### src/hw/rtl/tcetq_pkg.sv
// Package for the expiry timer queue.
// Result codes, command codes and sizes; no dependencies.
package tcetq_pkg;
   localparam int unsigned ENTRIES   = 32;
   localparam int unsigned SLOT_W    = 5;

   localparam logic [1:0] KIND_ADD    = 2'd0;
   localparam logic [1:0] KIND_REMOVE = 2'd1;
   localparam logic [1:0] KIND_TICK   = 2'd2;
   localparam logic [1:0] KIND_WAKE   = 2'd3;

   localparam logic [1:0] RES_FIRED   = 2'd0;
   localparam logic [1:0] RES_ARM     = 2'd1;
   localparam logic [1:0] RES_CANCEL  = 2'd2;
   localparam logic [1:0] RES_NOTHING = 2'd3;

   localparam logic [0:0] CSR_OFFSET  = 1'b0;
   localparam logic [0:0] CSR_VALID   = 1'b1;

   // stored entry, one word per slot
   typedef struct packed {
      logic [31:0] tim;
      logic        loc;
      logic        wake;
      logic [15:0] order;
   } slot_type;

   // saturate a 34-bit signed sum to 0 .. 2^32-1
   function automatic logic [31:0] sat32(input logic signed [33:0] v);
      logic [31:0] r;
      if (v < 0) r = '0;
      else if (v[33:32] != 2'b00) r = '1;
      else r = v[31:0];
      return r;
   endfunction
endpackage

### src/hw/rtl/two_clock_expiry_timer_queue.sv
// Top level of the expiry timer queue.
// Slot store in one synchronous memory plus a scan sequencer; uses tcetq_pkg.
//
// A transaction is taken when start is high and busy low. busy falls in the cycle
// that presents the last result. Results appear at most one per cycle with
// rsp_valid for a single cycle and cannot be stalled. The final result of a
// transaction carries rsp_last, and a transaction with no effect gives one
// "nothing" result. Slot data live in a memory read one slot per cycle, and each
// scan but the count scan is followed by a step that acts on it.
// - Head check: an add scans all slots once, and a remove first reads its own
//   slot, then sweeps all slots.
// - Update: it scans once to count queues. It then scans once per fired entry,
//   plus once for each queue popped, and once per timer class.
// - A tick with nothing due makes the count scan, a pop scan and the class scans,
//   and one scan more when the local offset is valid. Each fired entry adds a scan.
// - With no UTC entry, and no local entry or no valid offset: count scan, then cancels.
// Slot valid bits are flip-flops cleared at reset: no clearing pass.
// Configuration writes are taken at any time and should be made while idle.
module two_clock_expiry_timer_queue
   import tcetq_pkg::*;
(
   input  logic        clock,
   input  logic        reset,
   input  logic        start,
   output logic        busy,
   input  logic [1:0]  req_kind,
   input  logic [4:0]  req_entry,
   input  logic [31:0] req_start_time,
   input  logic        req_is_local,
   input  logic        req_needs_wake,
   input  logic [31:0] req_now,
   input  logic        csr_write,
   input  logic [0:0]  csr_index,
   input  logic [16:0] csr_data,
   output logic        rsp_valid,
   output logic [1:0]  rsp_kind_res,
   output logic [4:0]  rsp_fired_entry,
   output logic        rsp_timer_class,
   output logic [31:0] rsp_timer_time,
   output logic        rsp_last
);

   // sequencer states
   localparam logic [3:0] ST_IDLE   = 4'd0;
   localparam logic [3:0] ST_HEAD   = 4'd1;  // add/remove head scan
   localparam logic [3:0] ST_APPLY  = 4'd2;  // commit add/remove
   localparam logic [3:0] ST_ANY    = 4'd3;  // any-entry scan
   localparam logic [3:0] ST_POP    = 4'd4;  // pop scan, one queue
   localparam logic [3:0] ST_POPEND = 4'd5;  // act on pop scan
   localparam logic [3:0] ST_CLS    = 4'd6;  // class head scan
   localparam logic [3:0] ST_CLSEND = 4'd7;  // arm or cancel
   localparam logic [3:0] ST_CAN0   = 4'd8;  // empty: cancel class 0
   localparam logic [3:0] ST_CAN1   = 4'd9;
   localparam logic [3:0] ST_DONE   = 4'd10;

   slot_type slot_mem [ENTRIES];
   slot_type rd_ff;
   logic [ENTRIES-1:0] valid_ff, valid_in;

   logic [3:0]  state_ff, state_in;
   logic [1:0]  kind_ff;
   logic [4:0]  ent_ff;
   logic [31:0] st_ff, now_ff;
   logic        loc_ff, wk_ff;
   logic [15:0] cnt_ff, cnt_in;
   logic [1:0]  armed_ff, armed_in;
   logic [31:0] atime_ff [2];
   logic [31:0] atime_in [2];
   logic signed [16:0] off_ff;
   logic        offv_ff;

   // scan
   logic [SLOT_W:0] idx_ff, idx_in;     // read address counter
   logic [SLOT_W:0] ridx_ff;             // slot of rd_ff, ENTRIES when none
   logic        rvalid_ff;
   logic        qloc_ff, qloc_in;        // queue being popped / queue of the removed slot
   logic        cls_ff, cls_in;          // class being handled
   logic        best_ok_ff, best_ok_in;
   logic [4:0]  best_ff, best_in;
   logic [31:0] btime_ff, btime_in;
   logic [15:0] bage_ff, bage_in;
   logic        bwake_ff, bwake_in;
   logic        lbest_ok_ff, lbest_ok_in;  // local head for class scan
   logic [31:0] ltime_ff, ltime_in;
   logic [15:0] lage_ff, lage_in;
   logic        flag_ff, flag_in;        // not head / any_utc
   logic        flag2_ff, flag2_in;      // any_loc
   logic [15:0] sage_ff, sage_in;        // removed slot age

   logic        o_v; logic [1:0] o_k; logic [4:0] o_e; logic o_c; logic [31:0] o_t;
   logic        o_last;

   logic [4:0]  widx;
   logic        we;
   slot_type    wdata;

   assign busy = (state_ff != ST_IDLE);

   // memory: one write, one registered read
   always_ff @(posedge clock) begin
      if (we) slot_mem[widx] <= wdata;
      rd_ff <= slot_mem[idx_ff[SLOT_W-1:0]];
   end

   logic [15:0] cur_age;
   logic [31:0] poplim;
   logic [31:0] lconv;
   logic        rv;
   assign rv = rvalid_ff && valid_ff[ridx_ff[SLOT_W-1:0]];
   assign cur_age = cnt_ff - rd_ff.order;
   assign poplim = qloc_ff ? sat32(34'(signed'({2'b00, now_ff})) + 34'(off_ff)) : now_ff;
   assign lconv = sat32(34'(signed'({2'b00, ltime_ff})) - 34'(off_ff));

   always_comb begin
      logic better, lbetter, last_scan;
      logic [31:0] nxt; logic fnd;
      state_in = state_ff; valid_in = valid_ff; cnt_in = cnt_ff; armed_in = armed_ff;
      atime_in = atime_ff; idx_in = idx_ff; qloc_in = qloc_ff; cls_in = cls_ff;
      best_ok_in = best_ok_ff; best_in = best_ff; btime_in = btime_ff; bage_in = bage_ff;
      bwake_in = bwake_ff; lbest_ok_in = lbest_ok_ff; ltime_in = ltime_ff;
      lage_in = lage_ff; flag_in = flag_ff; flag2_in = flag2_ff; sage_in = sage_ff;
      o_v = 1'b0; o_k = RES_NOTHING; o_e = '0; o_c = 1'b0; o_t = '0; o_last = 1'b0;
      we = 1'b0; widx = ent_ff; wdata = '{tim: st_ff, loc: loc_ff, wake: wk_ff, order: cnt_ff};
      better = 1'b0; lbetter = 1'b0; nxt = '0; fnd = 1'b0;
      last_scan = rvalid_ff && (ridx_ff == (SLOT_W+1)'(ENTRIES-1));
      if (idx_ff < (SLOT_W+1)'(ENTRIES)) idx_in = idx_ff + (SLOT_W+1)'(1);

      case (state_ff)
         ST_IDLE: begin
            idx_in = '0;
            if (start) begin
               case (req_kind)
                  KIND_ADD, KIND_REMOVE: state_in = ST_HEAD;
                  KIND_WAKE: begin armed_in = 2'b00; state_in = ST_ANY; end
                  default: state_in = ST_ANY;
               endcase
               flag_in = 1'b0; flag2_in = 1'b0; sage_in = '0;
               if (req_kind == KIND_ADD && valid_ff[req_entry])
                  state_in = ST_DONE;
               if (req_kind == KIND_REMOVE && !valid_ff[req_entry])
                  state_in = ST_DONE;
               if (req_kind == KIND_REMOVE) idx_in = {1'b0, req_entry};
            end
         end
         ST_HEAD: begin
            // remove: first read is the slot itself, then a full sweep
            if (kind_ff == KIND_ADD) begin
               if (rv && rd_ff.loc == loc_ff && rd_ff.wake == wk_ff && rd_ff.tim <= st_ff)
                  flag_in = 1'b1;
               if (last_scan) state_in = ST_APPLY;
            end else begin
               if (!flag2_ff) begin
                  if (rvalid_ff) begin
                     flag2_in = 1'b1;
                     btime_in = rd_ff.tim; bwake_in = rd_ff.wake; qloc_in = rd_ff.loc;
                     sage_in = cur_age; idx_in = '0;
                  end else begin
                     // single read of the slot: park the counter until the sweep
                     idx_in = (SLOT_W+1)'(ENTRIES);
                  end
               end else begin
                  if (rv && ridx_ff[4:0] != ent_ff && rd_ff.loc == qloc_ff &&
                      rd_ff.wake == bwake_ff &&
                      (rd_ff.tim < btime_ff || (rd_ff.tim == btime_ff && cur_age > sage_ff)))
                     flag_in = 1'b1;
                  if (last_scan) state_in = ST_APPLY;
               end
            end
         end
         ST_APPLY: begin
            idx_in = '0; flag2_in = 1'b0;
            if (kind_ff == KIND_ADD) begin
               we = 1'b1; valid_in[ent_ff] = 1'b1; cnt_in = cnt_ff + 16'd1;
            end else valid_in[ent_ff] = 1'b0;
            state_in = flag_ff ? ST_DONE : ST_ANY;
            flag_in = 1'b0;
         end
         ST_ANY: begin
            if (rv) begin
               if (rd_ff.loc) flag2_in = 1'b1; else flag_in = 1'b1;
            end
            if (last_scan) begin
               idx_in = '0; best_ok_in = 1'b0; qloc_in = 1'b0;
               if (!flag_in && !(offv_ff && flag2_in)) state_in = ST_CAN0;
               else state_in = ST_POP;
            end
         end
         ST_POP: begin
            if (rv && rd_ff.loc == qloc_ff && rd_ff.tim <= poplim) begin
               better = !best_ok_ff || rd_ff.tim < btime_ff ||
                        (rd_ff.tim == btime_ff && cur_age > bage_ff);
               if (better) begin
                  best_ok_in = 1'b1; best_in = ridx_ff[4:0]; btime_in = rd_ff.tim;
                  bage_in = cur_age; bwake_in = rd_ff.wake;
               end
            end
            if (last_scan) state_in = ST_POPEND;
         end
         ST_POPEND: begin
            idx_in = '0; best_ok_in = 1'b0; lbest_ok_in = 1'b0;
            if (best_ok_ff) begin
               valid_in[best_ff] = 1'b0;
               o_v = 1'b1; o_k = RES_FIRED; o_e = best_ff; o_c = bwake_ff;
               state_in = ST_POP;
            end else if (!qloc_ff && offv_ff) begin
               qloc_in = 1'b1; state_in = ST_POP;
            end else begin
               cls_in = 1'b1; state_in = ST_CLS;
            end
         end
         ST_CLS: begin
            if (rv && rd_ff.wake == cls_ff) begin
               if (!rd_ff.loc) begin
                  better = !best_ok_ff || rd_ff.tim < btime_ff ||
                           (rd_ff.tim == btime_ff && cur_age > bage_ff);
                  if (better) begin
                     best_ok_in = 1'b1; btime_in = rd_ff.tim; bage_in = cur_age;
                  end
               end else begin
                  lbetter = !lbest_ok_ff || rd_ff.tim < ltime_ff ||
                            (rd_ff.tim == ltime_ff && cur_age > lage_ff);
                  if (lbetter) begin
                     lbest_ok_in = 1'b1; ltime_in = rd_ff.tim; lage_in = cur_age;
                  end
               end
            end
            if (last_scan) state_in = ST_CLSEND;
         end
         ST_CLSEND: begin
            fnd = best_ok_ff; nxt = btime_ff;
            if (offv_ff && lbest_ok_ff && (!fnd || lconv < nxt)) begin
               fnd = 1'b1; nxt = lconv;
            end
            if (!fnd) begin
               if (armed_ff[cls_ff]) begin
                  o_v = 1'b1; o_k = RES_CANCEL; o_c = cls_ff; armed_in[cls_ff] = 1'b0;
               end
            end else if (!armed_ff[cls_ff] || nxt != atime_ff[cls_ff]) begin
               o_v = 1'b1; o_k = RES_ARM; o_c = cls_ff; o_t = nxt;
               armed_in[cls_ff] = 1'b1; atime_in[cls_ff] = nxt;
            end
            idx_in = '0; best_ok_in = 1'b0; lbest_ok_in = 1'b0;
            if (cls_ff) begin cls_in = 1'b0; state_in = ST_CLS; end
            else state_in = ST_DONE;
         end
         ST_CAN0: begin
            if (armed_ff[0]) begin
               o_v = 1'b1; o_k = RES_CANCEL; o_c = 1'b0; armed_in[0] = 1'b0;
            end
            state_in = ST_CAN1;
         end
         ST_CAN1: begin
            if (armed_ff[1]) begin
               o_v = 1'b1; o_k = RES_CANCEL; o_c = 1'b1; armed_in[1] = 1'b0;
            end
            state_in = ST_DONE;
         end
         ST_DONE: begin
            // close the transaction: flag last on the held result, or give "nothing"
            o_last = 1'b1;
            state_in = ST_IDLE;
         end
         default: state_in = ST_IDLE;
      endcase
   end

   // one result of delay so the final one can carry last
   logic        hv_ff; logic [1:0] hk_ff; logic [4:0] he_ff; logic hc_ff; logic [31:0] ht_ff;

   always_ff @(posedge clock) begin
      if (reset) begin
         state_ff <= ST_IDLE; valid_ff <= '0; cnt_ff <= '0; armed_ff <= '0;
         atime_ff[0] <= '0; atime_ff[1] <= '0; off_ff <= '0; offv_ff <= 1'b0;
         rvalid_ff <= 1'b0; hv_ff <= 1'b0; rsp_valid <= 1'b0;
      end else begin
         state_ff <= state_in; valid_ff <= valid_in; cnt_ff <= cnt_in;
         armed_ff <= armed_in; atime_ff <= atime_in;
         rvalid_ff <= (idx_ff < (SLOT_W+1)'(ENTRIES)) && state_ff != ST_IDLE;
         if (csr_write) begin
            if (csr_index == CSR_OFFSET) off_ff <= csr_data;
            else offv_ff <= csr_data[0];
         end
         // the held result leaves when the next one arrives or the transaction closes
         rsp_valid <= o_last || (o_v && hv_ff);
         if (o_last) hv_ff <= 1'b0;
         else if (o_v) hv_ff <= 1'b1;
      end
   end

   always_ff @(posedge clock) begin
      ridx_ff <= idx_ff;
      idx_ff <= idx_in; qloc_ff <= qloc_in; cls_ff <= cls_in;
      best_ok_ff <= best_ok_in; best_ff <= best_in; btime_ff <= btime_in;
      bage_ff <= bage_in; bwake_ff <= bwake_in; lbest_ok_ff <= lbest_ok_in;
      ltime_ff <= ltime_in; lage_ff <= lage_in; flag_ff <= flag_in;
      flag2_ff <= flag2_in; sage_ff <= sage_in;
      if (state_ff == ST_IDLE && start) begin
         kind_ff <= req_kind; ent_ff <= req_entry; st_ff <= req_start_time;
         loc_ff <= req_is_local; wk_ff <= req_needs_wake; now_ff <= req_now;
      end
      if (o_v) begin
         hk_ff <= o_k; he_ff <= o_e; hc_ff <= o_c; ht_ff <= o_t;
         rsp_kind_res <= hk_ff; rsp_fired_entry <= he_ff;
         rsp_timer_class <= hc_ff; rsp_timer_time <= ht_ff; rsp_last <= 1'b0;
      end
      if (o_last) begin
         rsp_last <= 1'b1;
         if (hv_ff) begin
            rsp_kind_res <= hk_ff; rsp_fired_entry <= he_ff;
            rsp_timer_class <= hc_ff; rsp_timer_time <= ht_ff;
         end else begin
            rsp_kind_res <= RES_NOTHING; rsp_fired_entry <= '0;
            rsp_timer_class <= 1'b0; rsp_timer_time <= '0;
         end
      end
   end
endmodule

### config.mk
export PLATFORM = sky130hd
export DESIGN_NAME = two_clock_expiry_timer_queue
export DESIGN_NICKNAME = d
export VERILOG_FILES = /design/src/hw/rtl/tcetq_pkg.sv /design/src/hw/rtl/two_clock_expiry_timer_queue.sv
export SDC_FILE = /design/constraint.sdc
export NUM_CORES = 2
export LEC_CHECK = 0
export BUFFER_PORTS_ARGS = -buffer_cell sky130_fd_sc_hd__buf_2
export CORE_MARGIN = 3
export CORE_UTILIZATION = 45
export CTS_CLUSTER_SIZE = 24
export DETAILED_ROUTE_END_ITERATION = 10
export GPL_ROUTABILITY_DRIVEN = 1
export PLACE_DENSITY_LB_ADDON = 0.15
export SLEW_MARGIN = 20
export SYNTH_ARGS = -nofsm -noshare
export SYNTH_HDL_FRONTEND = slang
export SYNTH_SLANG_ARGS = --single-unit
### constraint.sdc
create_clock -name clock -period 8.4 [get_ports clock]
set_input_delay 1.26 -clock clock [delete_from_list [all_inputs] [get_ports clock]]
set_output_delay 1.26 -clock clock [all_outputs]
set_load 0.02 [all_outputs]
Word-level counts from Yosys, hierarchy flattened
Memory sizes are Yosys's and may differ from the RTL's. A register that Yosys moved wholly into a read port is not among the register bits.
Cells that the tools add are included.
{ "totals": {"ff_bits": 429, "latch_bits": 0, "mem_bits_rw": 1600, "mem_bits_ro": 0, "output_inout_bits": 43, "word_cells": 368, "mem_count": 1} }
{ "op_classes": {"addsub": 5, "n_mul": 0, "div": 0, "magnitude_cmp": 21, "n_eq_ne": 45, "shift": 0, "mux": 156, "bitwise_logic": 10, "reduce_logical": 88} }
{ "mem_list": {"columns": ["memory", "words", "word_bits", "read_ports", "rd_ports_with_merged_regs", "write_ports", "line_no", "source"], "rows": [
  ["slot_mem", 32, 50, 1, 1, 1, "two_clock_expiry_timer_queue.sv:56", "slot_type slot_mem [ENTRIES];"]
]} }
{ "ops": {"columns": ["op", "n"], "rows": [
  ["32-bit two-way mux", 23],
  ["16-bit two-way mux", 8],
  ["32-bit less-than comparator", 3],
  ["32-bit one-hot mux with 3 select lines", 1],
  ["34-bit by 1-bit less-than comparator with 1-bit output (second input constant)", 2],
  ["32-bit AND", 2],
  ["64-bit bitwise mux", 1],
  ["32-bit equality test", 2],
  ["32-bit <= comparator", 2],
  ["1-bit two-way mux", 64],
  ["32-bit NOT", 2],
  ["16-bit one-hot mux with 2 select lines", 2],
  ["32-bit one-hot mux with 2 select lines", 1],
  ["16-bit > comparator", 3],
  ["4-bit two-way mux", 12],
  ["4-bit one-hot mux with 10 select lines", 1],
  ["33-bit by 17-bit adder with 34-bit output", 1],
  ["2-bit inequality test (second input constant)", 17],
  ["33-bit by 17-bit subtractor with 34-bit output", 1],
  ["32-bit demux with 1-bit select", 1],
  ["32-bit inequality test", 1],
  ["32-bit bitwise OR", 1],
  ["6-bit two-way mux", 5],
  ["5-bit AND reduction", 6],
  ["51 further kinds", 163]
]} }

Longest topological paths before layout
{ "logic_depth": {"word_depth": 16, "ltp_mapped": 35} }

Worst setup path after synthesis
OpenSTA, ideal clock, no wires.
{ "synth_path": {"path_kind": "register to register", "startpoint": "reg off_ff[0]", "endpoint": "reg btime_ff[0] (enable)", "setup_ns": 0.470, "arrival_ns": 8.443, "required_ns": 7.930, "path_slack_ns": -0.513, "path_stages_with_launch": 36, "period_less_slack_ns": 8.913, "path_cell_list": "dfxtp_1 -> ha_1 -> inv_1 -> fa_1 -> nor2b_1 -> o21ai_0 -> a21boi_0 -> o21ai_0 -> nand2b_1 -> a21oi_1 -> o21ai_0 -> o211ai_1 -> a31oi_1 -> nor4_1 -> or3_1 -> o41ai_1 -> nand4_1 -> o21ai_1 -> clkbuf_1 -> a221oi_1 -> ha_1 -> nor2b_1 -> o21a_1 -> o21a_1 -> o21a_1 -> o21a_1 -> o21a_1 -> o21a_1 -> o21ai_0 -> a21boi_0 -> o21a_1 -> o21ai_0 -> nand3_1 -> a31o_2 -> o21a_1 -> a211oi_1"} }
{ "synth_via": {"elab_chain_len": 9, "word_cells_on_any_way": 10} }
{ "synth_rtl": {"columns": ["item", "line_no", "source"], "rows": [
  ["start, declared", "two_clock_expiry_timer_queue.sv:69", "logic signed [16:0] off_ff;"],
  ["start signal, assigned", "two_clock_expiry_timer_queue.sv:280", "if (csr_index == CSR_OFFSET) off_ff <= csr_data;"],
  ["33-bit by 17-bit adder with 34-bit output *", "two_clock_expiry_timer_queue.sv:111", "assign poplim = qloc_ff ? sat32(34'(signed'({2'b00, now_ff})) + 34'(off_ff)) : now_ff;"],
  ["branches (longest 2 deep; another with 34-bit by 1-bit less-than comparator with 1-bit output)", null, null],
  ["32-bit two-way mux *", "tcetq_pkg.sv:31", "if (v < 0) r = '0;"],
  ["32-bit two-way mux *", "two_clock_expiry_timer_queue.sv:111", null],
  ["32-bit <= comparator *", "two_clock_expiry_timer_queue.sv:189", "if (rv && rd_ff.loc == qloc_ff && rd_ff.tim <= poplim) begin"],
  ["1-bit logical AND *", "two_clock_expiry_timer_queue.sv:189", null],
  ["2-bit inequality test (no source line) *", null, null],
  ["7-bit AND reduction (no source line) *", null, null],
  ["end signal, assigned", "two_clock_expiry_timer_queue.sv:293", "best_ok_ff <= best_ok_in; best_ff <= best_in; btime_ff <= btime_in;"],
  ["end, declared", "two_clock_expiry_timer_queue.sv:80", "logic [31:0] btime_ff, btime_in;"]
]} }
Mark *: on every way between the ends.
A chain may end at the register's enable or synchronous reset.

Final worst setup path
{ "layout_path": {"startpoint": "reg ltime_ff[0]", "endpoint": "reg ht_ff[25] (enable)"} }
{ "layout_via": {"elab_chain_len": 14, "word_cells_on_any_way": 17} }
{ "layout_rtl": {"columns": ["item", "line_no", "source"], "rows": [
  ["start, declared", "two_clock_expiry_timer_queue.sv:84", "logic [31:0] ltime_ff, ltime_in;"],
  ["start signal, assigned", "two_clock_expiry_timer_queue.sv:295", "ltime_ff <= ltime_in; lage_ff <= lage_in; flag_ff <= flag_in;"],
  ["33-bit by 17-bit subtractor with 34-bit output *", "two_clock_expiry_timer_queue.sv:112", "assign lconv = sat32(34'(signed'({2'b00, ltime_ff})) - 34'(off_ff));"],
  ["branches (longest 2 deep; another with 34-bit by 1-bit less-than comparator with 1-bit output)", null, null],
  ["32-bit two-way mux *", "tcetq_pkg.sv:31", null],
  ["32-bit less-than comparator", "two_clock_expiry_timer_queue.sv:231", "if (offv_ff && lbest_ok_ff && (!fnd || lconv < nxt)) begin"],
  ["1-bit logical OR", "two_clock_expiry_timer_queue.sv:231", null],
  ["1-bit logical AND", "two_clock_expiry_timer_queue.sv:231", null],
  ["32-bit two-way mux", "two_clock_expiry_timer_queue.sv:231", null],
  ["32-bit two-way mux", "two_clock_expiry_timer_queue.sv:128", "case (state_ff)"],
  ["32-bit inequality test", "two_clock_expiry_timer_queue.sv:238", "end else if (!armed_ff[cls_ff] || nxt != atime_ff[cls_ff]) begin"],
  ["1-bit logical OR", "two_clock_expiry_timer_queue.sv:238", null],
  ["1-bit two-way mux", "two_clock_expiry_timer_queue.sv:238", null],
  ["1-bit two-way mux *", "two_clock_expiry_timer_queue.sv:234", "if (!fnd) begin"],
  ["1-bit one-hot mux with 4 select lines *", "two_clock_expiry_timer_queue.sv:128", null],
  ["named net o_v", "two_clock_expiry_timer_queue.sv:90", "logic o_v; logic [1:0] o_k; logic [4:0] o_e; logic o_c; logic [31:0] o_t;"],
  ["end signal, assigned", "two_clock_expiry_timer_queue.sv:302", "hk_ff <= o_k; he_ff <= o_e; hc_ff <= o_c; ht_ff <= o_t;"],
  ["end, declared", "two_clock_expiry_timer_queue.sv:268", "logic hv_ff; logic [1:0] hk_ff; logic [4:0] he_ff; logic hc_ff; logic [31:0] ht_ff;"]
]} }
Mark *: on every way through the listed nets, which the timed path passes. The select of a mux whose other input is x is not followed.

==> flow_metrics.py <==
metrics = {
    "run_status": {
        "status": "completed",
    },
    "cts": {
        "path_clk_slew_ns": 0.06,
        "cts_tree": "built",
        "holdBufCountCts": 0,
        "cts_inserted_buffers": 213,
        "cts-root-buf": "clkbuf_16",
        "clockBufferDepth": 3,
        "clkSinkCount": 2079,
        "htree_levels": 4,
        "clock_latency_ns": 0.86,
    },
    "grt": {
        "antenna_found_initial": 10,
        "grt_use_total": 0.244,
        "first_global_vias": 51869,
        "grt_max_degree": 104,
        "grt_pass1_wl_mm": 365,
        "grt_overflow": 0,
    },
    "detailed_routing": {
        "avgViaCountPerCell": 5.95,
        "initialDrtViolationCount": 5456,
        "wl_mm": 252,
        "dr.pass1.iters": 6,
        "routed-via-count": 52408,
        "drc": 0,
        "ant_nets": 0,
        "wire_per_inst_um": 28.6,
    },
    "floorplan": {
        "core.rowCount": 163,
        "die_w_um": 453,
        "dieHeight_um": 453,
        "design.portCount": 138,
        "die_area_um2": 206000,
        "coreArea_um2": 198000,
        "start_util": 0.455,
    },
    "sta": {
        "rsz0062_at_grt": "false",
        "worst_pin_slew_ns": 1.18,
        "hold_viol_final": 0,
        "max_freq_ghz": 0.126,
        "slew_headroom": 0.213,
        "drv_slew": 0,
        "finalSetupViolCount": 0,
        "fin_worst_hold_slack_ns": 0.479,
        "skew_ns": 0.0376,
        "finalWorstPathRequiredPeriod_ns": 7.95,
        "period_share": 0.946,
        "fin_setup_tns_ns": 0,
    },
    "setup_path": {
        "path_class": "reg2reg",
        "cp.arrival_ns": 8.49,
        "end_kind": "flop",
        "required_ns": 8.94,
        "crit_top_cell": "buf_4",
        "critPathMaxFanout": 38,
        "slowest_stage": "fa_1",
        "start_kind": "flop",
        "slowest_delay_ns": 0.41,
        "rrSetupSlack_ns": 0.45,
    },
    "flow_run": {
        "cap_violations": 0,
    },
    "final_layout": {
        "seqCellArea_um2": 60400,
        "multi_input_area_um2": 28000,
        "final_cell_mix": "edfxtp_1, mux4_2, nand2_1",
        "layout-drive-gt1-share": 0.195,
        "layout_commonest_cell": "edfxtp_1",
        "fin_area_um2": 102000,
        "fillCellCount": 16414,
        "syn2layout_area_growth_pct": 13.0,
        "layout.nets": 6374,
    },
    "yosys": {
        "ys_ff_latch": 2079,
        "async_reset_ff_frac": 0,
        "ys_warn_count": 0,
        "synth.avg_cell_area_um2": 15.8,
        "ys.flop_type": "edfxtp_1",
        "synth_area_um2": 90100,
        "ys_types": 100,
        "postSynthCellCount": 5719,
        "syn_nets": 6107,
        "synth_edf_count": 1877,
        "seq_area_frac_synth": 0.670,
    },
    "min_path": {
        "hold_path_class": "reg2reg",
    },
    "placement": {
        "place.gp.congestion": 0.979,
        "portBuffers": 137,
        "hpwlAfterDp_mm": 151,
        "dpl_cell_area_um2": 94700,
    },
    "pwr": {
        "peakVddDrop_uv": 240,
        "p_leak_nw": 33.9,
        "powerDensity_nw_per_um2": 276,
        "p_total_mw": 28.1,
    },
}
critical path, delay by kind of cell, from the launching register on:
kind | cells | cell delay, ns
simple gates | 6 | 1.12
fa+ha+maj | 3 | 0.85
compound gates | 16 | 4.02
buf+inv | 7 | 1.22
flops | 1 | 0.39
Yosys cell counts, types with 8 or more instances:
master | count | area, µm²
edfxtp_1 | 1877 | 56400
nand2_1 | 297 | 1110
nand4_1 | 68 | 425
a211oi_1 | 44 | 330
o211ai_1 | 16 | 120
o21ai_0 | 266 | 1330
mux4_2 | 370 | 8330
a211oi_2 | 21 | 263
a31oi_1 | 16 | 100
nor3_1 | 73 | 365
or3_1 | 9 | 56.3
dfxtp_1 | 202 | 4040
mux2i_1 | 210 | 2100
a21oi_1 | 284 | 1420
xor2_1 | 45 | 394
o21a_1 | 31 | 233
a221oi_1 | 36 | 315
buf_2 | 25 | 125
o22ai_1 | 11 | 68.8
nand2b_1 | 51 | 319
mux2_2 | 57 | 642
or2_2 | 11 | 68.8
buf_1 | 56 | 210
ha_1 | 290 | 3630
clkbuf_1 | 196 | 736
xnor2_1 | 61 | 534
a2bb2oi_1 | 8 | 70.1
inv_1 | 222 | 833
a22oi_1 | 31 | 233
a21o_1 | 59 | 443
nor2_1 | 271 | 1020
nor2b_1 | 91 | 569
and3_1 | 34 | 213
o21ai_1 | 11 | 55.1
o221ai_1 | 103 | 902
nand3_1 | 76 | 380
and2_1 | 36 | 225
report_power, final:
group | internal, mW | total [mW] | switching [mW] | leakage, nW
registers | 12.1 | 12.6 | 0.515 | 18.9
logic | 2.44 | 6.11 | 3.67 | 11.7
clock network | 5.40 | 9.42 | 4.02 | 3.37
total | 19.9 | 28.1 | 8.20 | 33.9
repair_timing:
item / in CTS / in global routing
gates resized for setup: 0 / 10
endpoints found under the setup margin: 0 / 206
buffers inserted: 0 / 4
sequential cells by signal, summed over array words and instances (netlist names), 4 cells and up, named ones only:
register         count
slot_mem          1600
he_ff                5
off_ff              17
lage_ff             16
bage_ff             16
ent_ff               5
ridx_ff              6
state_ff             4
st_ff               32
sage_ff             16
btime_ff            32
now_ff              32
ht_ff               32
cnt_ff              16
best_ff              5
rsp_fired_entry      5
idx_ff               6
atime_ff            64
rd_ff               50
rsp_timer_time      32
ltime_ff            32
layer usage:
| layer | track usage | up-vias | routed length, µm | share of wire |
|---|---|---|---|---|
| met5 | 0 | - | 8 | 0.000032 |
| met4 | 0.0847 | 2 | 8650 | 0.034 |
| met2 | 0.396 | 1773 | 121000 | 0.48 |
| met1 | 0.336 | 27124 | 107000 | 0.42 |
| li1 | - | 23105 | - | - |
| met3 | 0.0371 | 404 | 15700 | 0.062 |
cell type report:
cell class                 count  area share
inverter                     224     0.00826
antenna                        4   0.0000983
clock buffer                 263      0.0561
clock inverter               134      0.0120
multi-input combinational   3130       0.275
timing repair buffer         338      0.0226
sequential                  2079       0.594
tap                         2640      0.0325
per-stage QoR:
| step | worst slack [ns] | utilization | cells |
|---|---|---|---|
| floorplan | 0.200 | - | 5719 |
| global placement | 0.361 | 0.478 | 8405 |
| detailed placement | 0.306 | 0.478 | 8405 |
| CTS | 0.257 | 0.513 | 8802 |
| global route | 0.0191 | 0.513 | 8812 |
| finish | 0.451 | 0.513 | 8812 |
final timing paths:
path / start / end / depth (start not counted)
setup / recovery: ltime_ff[0] / ht_ff[25] / 32
hold / removal: idx_ff[5] / ridx_ff[5] / 0
setup reg to reg: ltime_ff[0] / ht_ff[25] / 32
hold reg to reg: idx_ff[5] / ridx_ff[5] / 0
cell families (layout without fill, tap and decap cells):
kind of cell,count (synthesis),count (layout),synth area share
multiplexers,637,637,0.123
AO/OA/AOI/OAI,1029,1029,0.0761
buffers and inverters,510,959,0.0222
adder cells (fa/ha/maj),293,293,0.0409
XOR/XNOR,106,106,0.0103
other,0,4,0
flip-flops,2079,2079,0.670
AND/OR/NAND/NOR,1065,1065,0.0570
No activity file was read; power rests on OpenSTA's default activity.
